### config.mk
export PLATFORM = sky130hd
export DESIGN_NAME = bcd_up_down_counter_seven_segment_scan_top
export DESIGN_NICKNAME = d
export VERILOG_FILES = /design/src/hdl/bcdss_pkg.sv /design/src/hdl/bcd_up_down_counter_seven_segment_scan_top.sv
export SDC_FILE = /design/constraint.sdc
export NUM_CORES = 1
export LEC_CHECK = 0
export ABC_AREA = 1
export BUFFER_PORTS_ARGS = -buffer_cell sky130_fd_sc_hd__buf_4
export CORE_UTILIZATION = 50
export DETAILED_ROUTE_END_ITERATION = 16
export GPL_TIMING_DRIVEN = 0
export PLACE_DENSITY = 0.72
export SETUP_SLACK_MARGIN = 0.1
export SYNTH_ARGS = -nofsm -noshare
export SYNTH_HDL_FRONTEND = slang
export SYNTH_SLANG_ARGS = --single-unit
### constraint.sdc
create_clock -name clk -period 6.8 [get_ports clk]
set_input_delay 2.04 -clock clk [delete_from_list [all_inputs] [get_ports clk]]
set_output_delay 2.04 -clock clk [all_outputs]
set_load 0.02 [all_outputs]
### src/hdl/bcdss_pkg.sv
// bcdss_pkg: shared types and constants for the bcd counter with display scan
// no dependencies
`default_nettype none

package bcdss_pkg;

  localparam int unsigned NumDigits = 4;
  localparam int unsigned IdxWidth  = 2;
  localparam int unsigned DigWidth  = 4;
  localparam int unsigned SegWidth  = 8;
  localparam int unsigned HoldWidth = 8;
  localparam int unsigned CntWidth  = 14;

  localparam logic [HoldWidth-1:0] ResetHold = 8'd5;
  localparam logic [DigWidth-1:0]  DigitMax  = 4'd9;
  localparam logic [SegWidth-1:0]  SegBlank  = 8'hFF;

  typedef enum logic [1:0] {
    ACT_TICK = 2'd0,
    ACT_SET  = 2'd1,
    ACT_INC  = 2'd2,
    ACT_DEC  = 2'd3
  } action_t;

  typedef logic [DigWidth-1:0] digit_t;

  // active-low seven-segment pattern
  function automatic logic [SegWidth-1:0] seg_decode(input digit_t d);
    logic [SegWidth-1:0] s;
    case (d)
      4'd0:    s = 8'hC0;
      4'd1:    s = 8'hF9;
      4'd2:    s = 8'hA4;
      4'd3:    s = 8'hB0;
      4'd4:    s = 8'h99;
      4'd5:    s = 8'h92;
      4'd6:    s = 8'h82;
      4'd7:    s = 8'hF8;
      4'd8:    s = 8'h80;
      4'd9:    s = 8'h90;
      default: s = SegBlank;
    endcase
    return s;
  endfunction

endpackage

`default_nettype wire

### src/hdl/bcd_up_down_counter_seven_segment_scan_top.sv
// four-digit bcd up/down counter with multiplexed seven-segment scan output
// depends on bcdss_pkg
// each accepted request's result is written to the output register
// throughput: one request per cycle; input is taken while a result waits if
//   the output register is being drained in the same cycle
// reset (synchronous, active high): digits, scan position and hold count zero,
//   hold setting 5, no result pending
`default_nettype none

module bcd_up_down_counter_seven_segment_scan_top (
  input  wire logic        clk,
  input  wire logic        rst,
  input  wire logic        s_tvalid,
  output logic             s_tready,
  input  wire logic [7:0]  s_tdata,   // action[1:0], digit_index[3:2], digit_value[7:4]
  output logic             m_tvalid,
  input  wire logic        m_tready,
  output logic [31:0]      m_tdata,   // segments[7:0], digit_enables[11:8],
                                      // shown_digit[13:12], count_value[27:14], zero
  input  wire logic        cfg_valid,
  output logic             cfg_ready,
  input  wire logic [bcdss_pkg::HoldWidth-1:0] cfg_data
);
  import bcdss_pkg::*;

  logic [HoldWidth-1:0] scan_hold_ticks;
  digit_t               digits [NumDigits];
  logic [IdxWidth-1:0]  scan_position;
  logic [HoldWidth-1:0] hold_counter;

  digit_t               digits_next [NumDigits];
  logic [IdxWidth-1:0]  scan_position_next;
  logic [HoldWidth-1:0] hold_counter_next;

  action_t              action;
  logic [IdxWidth-1:0]  digit_index;
  digit_t               digit_value;
  logic                 accept;

  logic [HoldWidth-1:0] hold_eff;
  logic [HoldWidth:0]   hold_inc;
  logic                 carry;
  logic                 borrow;
  digit_t               shown;
  logic [CntWidth-1:0]  count_next;

  assign action      = action_t'(s_tdata[1:0]);
  assign digit_index = s_tdata[3:2];
  assign digit_value = s_tdata[7:4];

  assign s_tready  = !m_tvalid || m_tready;
  assign accept    = s_tvalid && s_tready;
  assign cfg_ready = 1'b1;

  assign hold_eff = (scan_hold_ticks == '0) ? HoldWidth'(1) : scan_hold_ticks;
  assign hold_inc = {1'b0, hold_counter} + (HoldWidth+1)'(1);

  always_comb begin
    for (int i = 0; i < NumDigits; i++) begin
      digits_next[i] = digits[i];
    end
    scan_position_next = scan_position;
    hold_counter_next  = hold_counter;
    carry              = 1'b0;
    borrow             = 1'b1;
    case (action)
      ACT_TICK: begin
        if (hold_inc >= {1'b0, hold_eff}) begin
          hold_counter_next  = '0;
          scan_position_next = scan_position + IdxWidth'(1);
        end else begin
          hold_counter_next = hold_inc[HoldWidth-1:0];
        end
      end
      ACT_SET: begin
        if (digit_value <= DigitMax) begin
          digits_next[digit_index] = digit_value;
        end
      end
      ACT_INC: begin
        for (int i = NumDigits - 1; i >= 0; i--) begin
          if (carry || (IdxWidth'(i) == digit_index)) begin
            if (digits[i] < DigitMax) begin
              digits_next[i] = digits[i] + DigWidth'(1);
              carry          = 1'b0;
            end else begin
              digits_next[i] = '0;
              carry          = 1'b1;
            end
          end
        end
        // carry out of the top digit clears the count
        if (carry) begin
          for (int i = 0; i < NumDigits; i++) begin
            digits_next[i] = '0;
          end
        end
      end
      ACT_DEC: begin
        // borrow chain; all zero wraps to 9999
        for (int i = NumDigits - 1; i >= 0; i--) begin
          if (borrow) begin
            if (digits[i] == '0) begin
              digits_next[i] = DigitMax;
            end else begin
              digits_next[i] = digits[i] - DigWidth'(1);
              borrow         = 1'b0;
            end
          end
        end
      end
      default: begin
      end
    endcase
  end

  assign shown      = digits_next[scan_position_next];
  assign count_next = CntWidth'(digits_next[0]) * CntWidth'(1000)
                    + CntWidth'(digits_next[1]) * CntWidth'(100)
                    + CntWidth'(digits_next[2]) * CntWidth'(10)
                    + CntWidth'(digits_next[3]);

  always_ff @(posedge clk) begin
    if (rst) begin
      scan_hold_ticks <= ResetHold;
      for (int i = 0; i < NumDigits; i++) begin
        digits[i] <= '0;
      end
      scan_position <= '0;
      hold_counter  <= '0;
      m_tvalid      <= 1'b0;
    end else begin
      if (cfg_valid) begin
        scan_hold_ticks <= cfg_data;
      end
      if (accept) begin
        for (int i = 0; i < NumDigits; i++) begin
          digits[i] <= digits_next[i];
        end
        scan_position <= scan_position_next;
        hold_counter  <= hold_counter_next;
        m_tvalid      <= 1'b1;
      end else if (m_tready) begin
        m_tvalid <= 1'b0;
      end
    end
  end

  always_ff @(posedge clk) begin
    if (accept) begin
      m_tdata <= {4'b0000, count_next, scan_position_next,
                  ~(NumDigits'(1) << scan_position_next), seg_decode(shown)};
    end
  end

endmodule

`default_nettype wire

Yosys cells after proc, flatten, opt, wreduce, memory -nomap -nowiden. Memory sizes are Yosys's and may differ from the RTL's. A register that Yosys moved wholly into a read port is not among the register bits. Cells that the tools add are included.

Add/sub/neg operators: 13. Multipliers: 3. Divide/modulo/power cells: 0. Magnitude comparators: 9. Equal/unequal tests: 6. Shift-type cells: 1. Mux-type cells: 59. Bitwise operators: 7. Reduce and logical (&&, ||, !) cells: 16.

Operator list (count): $mux W4 (22); $pmux W16 S3 (1); $mux W16 (2); $mux W1 (27); $add A4 B1 Y4 const B (4); $bwmux W16 (1); $logic_not A4 Y1 (4); $lt A4 B4 Y1 const B (4); $mux W8 (2); $sub A4 B1 Y4 const B (4); $add A14 B11 Y14 (1); $add A14 B4 Y14 (1); $add A14 B8 Y14 (1); $mul A4 B7 Y11 const B (1); $add A8 B1 Y9 const B (1); $ge A9 B8 Y1 (1); $mul A4 B5 Y9 const B (1); $bmux W4 S2 (1); $demux W4 S2 (1); $logic_not A8 Y1 (1); $mul A4 B3 Y7 const B (1); $ge A3 B3 Y1 const B (2); $not A2 Y3 (2); $eq A2 B2 Y1 const A (2); other kinds (16) (26).

Register bits: 47. Bits in latches: 0. Memory bits (writable): 16. Memory bits (read-only): 112. Input bits: 21. Output and inout bits: 35. Logic and storage cells: 121. Memories kept: 2.

Memories: (no name shown) (words 16, width 7, read ports 1, clocked after memory_dff 1, wr ports 0, line bcdss_pkg.sv:30) `case (d)`; digits (words 4, width 4, read ports 4, clocked after memory_dff 0, wr ports 4, line bcd_up_down_counter_seven_segment_scan_top.sv:27) `digit_t digits [NumDigits];`.

Logic depth before layout (Yosys ltp). An unclocked memory read counts as a cell.

Depth after elaboration: 20. Mapped depth: 35. Gate-level depth less buffers: 34.

Least setup slack after synthesis. Ideal clock, no wire load.

Path kind: input-to-reg. Start point: input port s_tdata[3]. End point: register m_tdata[27] (data pin). Setup time: 0.262 ns. Arrival time: 6.535 ns. Required time: 6.538 ns. Slack: 0.003 ns. Stages on the path: 28. Path buffers: 0. Cell sequence: nand2_1 -> inv_2 -> nand3_4 -> nand2_4 -> nand2_4 -> nand2_4 -> nand2_4 -> nand2_4 -> o21ai_0 -> nand3_1 -> a21oi_1 -> inv_1 -> fa_1 -> inv_1 -> fa_1 -> ha_1 -> a21oi_1 -> o21ai_0 -> xor2_1 -> ha_1 -> ha_1 -> ha_1 -> o21ai_0 -> nand2_1 -> nand2_1 -> nand2_1 -> a21oi_1 -> xor2_1.

RTL lines: from (decl) (line bcd_up_down_counter_seven_segment_scan_top.sv:15) `input wire logic [7:0] s_tdata,`; to (signal assigned) (line bcd_up_down_counter_seven_segment_scan_top.sv:151) `m_tdata <= {4'b0000, count_next, scan_position_next,`; to (decl) (line bcd_up_down_counter_seven_segment_scan_top.sv:18) `output logic [31:0] m_tdata,`.

Worst setup path in the final report.
Start point: input port s_tdata[3]. End point: register m_tdata[27] (data pin).

Cells in the longest elaborated chain, start to end: 18. Elaborated cells on any way between the ends: 35. Classes of those cells: add/sub: 3; mul: 3; order compare: 2; eq/ne: 3; mux: 18; bitwise: 1; reduce/logical: 5.

RTL lines: $eq A2 B2 Y1 (line bcd_up_down_counter_seven_segment_scan_top.sv:82) `if (carry || (IdxWidth'(i) == digit_index)) begin`; $mux W1 (line bcd_up_down_counter_seven_segment_scan_top.sv:82); $mux W1 (line bcd_up_down_counter_seven_segment_scan_top.sv:66) `case (action)`; $logic_or A1 B1 Y1 (line bcd_up_down_counter_seven_segment_scan_top.sv:82); $mux W1 (line bcd_up_down_counter_seven_segment_scan_top.sv:82); $mux W1 (line bcd_up_down_counter_seven_segment_scan_top.sv:66); $logic_or A1 B1 Y1 (line bcd_up_down_counter_seven_segment_scan_top.sv:82); $mux W1 (line bcd_up_down_counter_seven_segment_scan_top.sv:82); (+3 left out); $mux W1 (line bcd_up_down_counter_seven_segment_scan_top.sv:66); $mux W16 (line bcd_up_down_counter_seven_segment_scan_top.sv:93) `if (carry) begin`; $pmux W16 S3 * (line bcd_up_down_counter_seven_segment_scan_top.sv:66); $mul A4 B7 Y11 or $mul A4 B5 Y9 (tied branches) (line bcd_up_down_counter_seven_segment_scan_top.sv:118, bcd_up_down_counter_seven_segment_scan_top.sv:119); $add A14 B11 Y14 (line bcd_up_down_counter_seven_segment_scan_top.sv:119) `+ CntWidth'(digits_next[1]) * CntWidth'(100)`; $add A14 B8 Y14 (line bcd_up_down_counter_seven_segment_scan_top.sv:120) `+ CntWidth'(digits_next[2]) * CntWidth'(10)`; $add A14 B4 Y14 * (line bcd_up_down_counter_seven_segment_scan_top.sv:121) `+ CntWidth'(digits_next[3]);`; via count_next[13] (line bcd_up_down_counter_seven_segment_scan_top.sv:45) `logic [CntWidth-1:0] count_next;`.

The timed path passes the listed nets; every way through them passes the cells marked *. The select of a mux whose other input is x is not followed. A chain may end at the register's enable or synchronous reset.

==> metrics.md <==
| Metric | Value |
|---|---|
| DRT Pass-1 Iters | `5` |
| Critical path's most frequent cell | `nand2_4` |
| Vias per cell | `5.28` |
| Tightest hold margin | `0.459 ns` |
| Fmax | `153 MHz` |
| Final period util | `96.3%` |
| Grt total ovfl | `0` |
| Initial antenna violation count | `0` |
| Global-route wire length before repair | `24100 um` |
| R2r startpoint | `digits[3][0]$_SDFFCE_PN0P_` |
| Post-layout util | `63.5%` |
| CTS Buffer Depth | `2` |
| Int Pwr | `1.61 mW` |
| Commonest non-fill, non-tap cell in the layout | `nand2_1` |
| Sequential power share | `21.4%` |
| Antenna-violating nets left | `0` |
| Clock share of power | `21.8%` |
| ANT cells | `0` |
| H-tree lvl count | `3` |
| Synth Area in Adders | `20.5%` |
| Ys Warns | `0` |
| Worst path top cell family by delay | `adder cells` |
| DRT iter0 DRCs | `327` |
| Largest net degree at the start of global routing | `28` |
| R2R Path End | `m_tdata[27]$_DFFE_PP_` |
| Hold EP | `scan_hold_ticks[0]$_SDFFE_PP1P_` |
| Crit path DAT | `6.63 ns` |
| Area Overhead vs Synth | `23.8%` |
| PD cells | `341 nW/um^2` |
| Worst Tran Pin Value | `1.04 ns` |
| XOR/XNOR share of the synthesized area | `5.11%` |
| Hold WC Path Type | `reg -> reg` |
| Max IR drop VDD | `0.542 mV` |
| Die W | `113 um` |
| Routed WL | `14800 um` |
| Vias | `5431` |
| Post-synthesis mux area share | `0%` |
| Routed length per instance | `14.4 um` |
| Cells on worst reg2reg path | `31` |
| Die ar. | `12800 um^2` |
| Worst Hold Path Cells | `2` |
| FFs w/ async S/R, synth | `0%` |
| Root Driver | `clkbuf_16` |
| Worst endpoint required time | `6.87 ns` |
| Clk Latency, worst-skew pair | `0.33 ns` |
| Final net count | `988` |
| CTS Sinks | `62` |
| Leakage power total | `3.70 nW` |
| CTS tree | `built` |
| Drt drc | `0` |
| Slowest cell on crit path | `fa_2` |
| HPWL Detailed | `10400 um` |
| Crit path time final | `6.55 ns` |
| Final hold vios | `0` |
| Vias in the first global route | `5181` |
| Most frequent cells in the layout | `nand2_1 (143), inv_1 (113), buf_4 (75)` |
| Final Skew | `0.00841 ns` |
| WP buf/inv | `3` |
| Setup CP Type | `in -> reg` |
| Synthesized cell area | `6160 um^2` |
| Critical-path maximum fanout | `6` |
| Cells after synthesis | `790` |
| DIE HEIGHT | `113 um` |
| Setup TNS | `0 ns` |
| Synth Register Bits | `62` |
| Outcome | `complete, no violations` |
| Starting Density | `51.3%` |
| FF-to-FF setup slack | `0.99 ns` |
| Largest family of logic cells by synthesized area | `simple AND/OR/NAND/NOR gates` |
| Netlist cell types | `49` |
| Core Box Area | `12000 um^2` |
| PortBufs | `49` |
| Sw Pwr | `987 uW` |
| CP peak stage delay | `0.62 ns` |
| Primary FF master, synth | `edfxtp_1` |
| Number of CTS-inserted buffers | `9` |
| Switching part of the total | `38.0%` |
| Startpoint Class | `input port` |
| Max-cap violations | `0` |
| Io pins | `56` |
| Clk slew on worst S/H paths | `0.05 ns` |
| Cells after DPL | `990` |
| Synth Area in Compound Gates | `10.4%` |
| Pins over their slew limit | `0` |
| Total power | `2.60 mW` |
| Comb power frac | `56.7%` |
| Hold wc startpoint | `scan_hold_ticks[0]$_SDFFE_PP1P_` |
| Share of cells above drive strength 1 | `24.4%` |
| Layout Cells excl Fill | `1028` |
| Simple-gate share of the synthesized area | `27.2%` |
| Placement Rows | `40` |
| Worst rel slew slack | `30.6%` |
| Final Setup Violations | `0` |
| Post-CTS Hold Buffers | `0` |
| Crit. End Element | `register` |
| Synth Area per Inst | `7.80 um^2` |
| Seq/Total Area, Yosys | `27.1%` |
| Routability Congestion | `0.909` |
| Overall routing resource usage | `23.6%` |
| Number of flops mapped to enable cells by yosys | `43` |
## cells in the mapped netlist, types with 6 or more instances
| cell type | count | area, um^2 |
|---|---|---|
| nand2_1 | 150 | 563 |
| inv_1 | 122 | 458 |
| ha_1 | 74 | 926 |
| nor2_1 | 69 | 259 |
| a21oi_1 | 51 | 255 |
| nand3_1 | 47 | 235 |
| edfxtp_1 | 43 | 1290 |
| o21ai_0 | 38 | 190 |
| xor2_1 | 30 | 263 |
| dfxtp_1 | 19 | 380 |
| fa_1 | 17 | 340 |
| nand2_2 | 16 | 100 |
| nand2_4 | 13 | 146 |
| nor3_1 | 12 | 60.1 |
| o211ai_1 | 9 | 67.6 |
| nand4_1 | 8 | 50.1 |
| clkbuf_1 | 7 | 26.3 |
| buf_4 | 6 | 45.0 |
| xnor2_1 | 6 | 52.6 |
## per-stage QoR
| step | worst slack, ns | cell area, um^2 |
|---|---|---|
| after floorplan | 0.106 | 6200 |
| after global placement | -0.802 | 6750 |
| after detailed placement | -0.820 | 6750 |
| after CTS | 0.0513 | 7250 |
| after global routing | -0.0208 | 7630 |
| final | 0.248 | 7630 |
## per-layer routing
metal / wire length [um] / GRT usage, % / share of wire, %
met5: 0 / 0 / 0
met3: 687 / 3.70 / 4.6
met2: 6980 / 39.3 / 47
met1: 6820 / 31.5 / 46
met4: 297 / 7.46 / 2.0
## power groups by stage
| stage | Sequential [mW] | Combinational [mW] | Clock (mW) |
|---|---|---|---|
| 2_1_floorplan | 0.621 | 0.797 | 0 |
| 3_3_place_gp | 0.563 | 1.09 | 0 |
| 3_5_place_dp | 0.563 | 1.11 | 0 |
| 4_1_cts | 0.557 | 1.19 | 0.574 |
| 5_1_grt | 0.563 | 1.65 | 0.588 |
| 6_report | 0.557 | 1.47 | 0.568 |
## logic make-up (layout without fill, tap and decap cells)
group                      after synthesis  in the layout
AOI/OAI and AO/OA                      114            114
xor gates and xnor gates                36             36
adders and majority gates               91             91
buffers and inverters                  144            231
DFF                                     62             62
other                                    2              6
and+or+nand+nor                        341            341
## worst min-delay path: cells and delay by family, from the launching register on
| kind | cells | cell delay (ns) |
|---|---|---|
| AND/OR/NAND/NOR | 2 | 0.10 |
| flip-flops | 1 | 0.33 |
## area by class of cell
type	instances	area (um^2)
Fill cell	1034	4380
Multi-Input combinational cell	588	4260
Sequential cell	62	1670
Timing Repair Buffer	71	541
Inverter	128	485
Clock buffer	9	225
Tap cell	147	184
Clock inverter	7	145
Buffer	16	115
## worst max path at each step
stage	start	end	slack [ns]	depth (start not counted)
6_report	s_tdata[3]	m_tdata[27]$_DFFE_PP_	0.25	29
5_1_grt	s_tdata[3]	m_tdata[27]$_DFFE_PP_	-0.02	29
4_1_cts	s_tdata[3]	m_tdata[27]$_DFFE_PP_	0.05	30
3_5_place_dp	s_tdata[1]	m_tdata[27]$_DFFE_PP_	-0.82	24
3_3_place_gp	s_tdata[1]	m_tdata[27]$_DFFE_PP_	-0.80	24
2_1_floorplan	s_tdata[3]	m_tdata[27]$_DFFE_PP_	0.11	28
## registers in the layout, indices dropped and copies added (netlist names)
register,flops
hold_counter,8
digits,16
scan_position,2
m_tdata,27
scan_hold_ticks,8
m_tvalid,1
## timing repair
item                                   CTS  global route
setup endpoints to repair                4             4
resized for setup                       22            56
pin swaps                                6            37
endpoints found under the hold margin    0             0
buffers inserted                         6            16
Power figures use the tool's default switching activity.
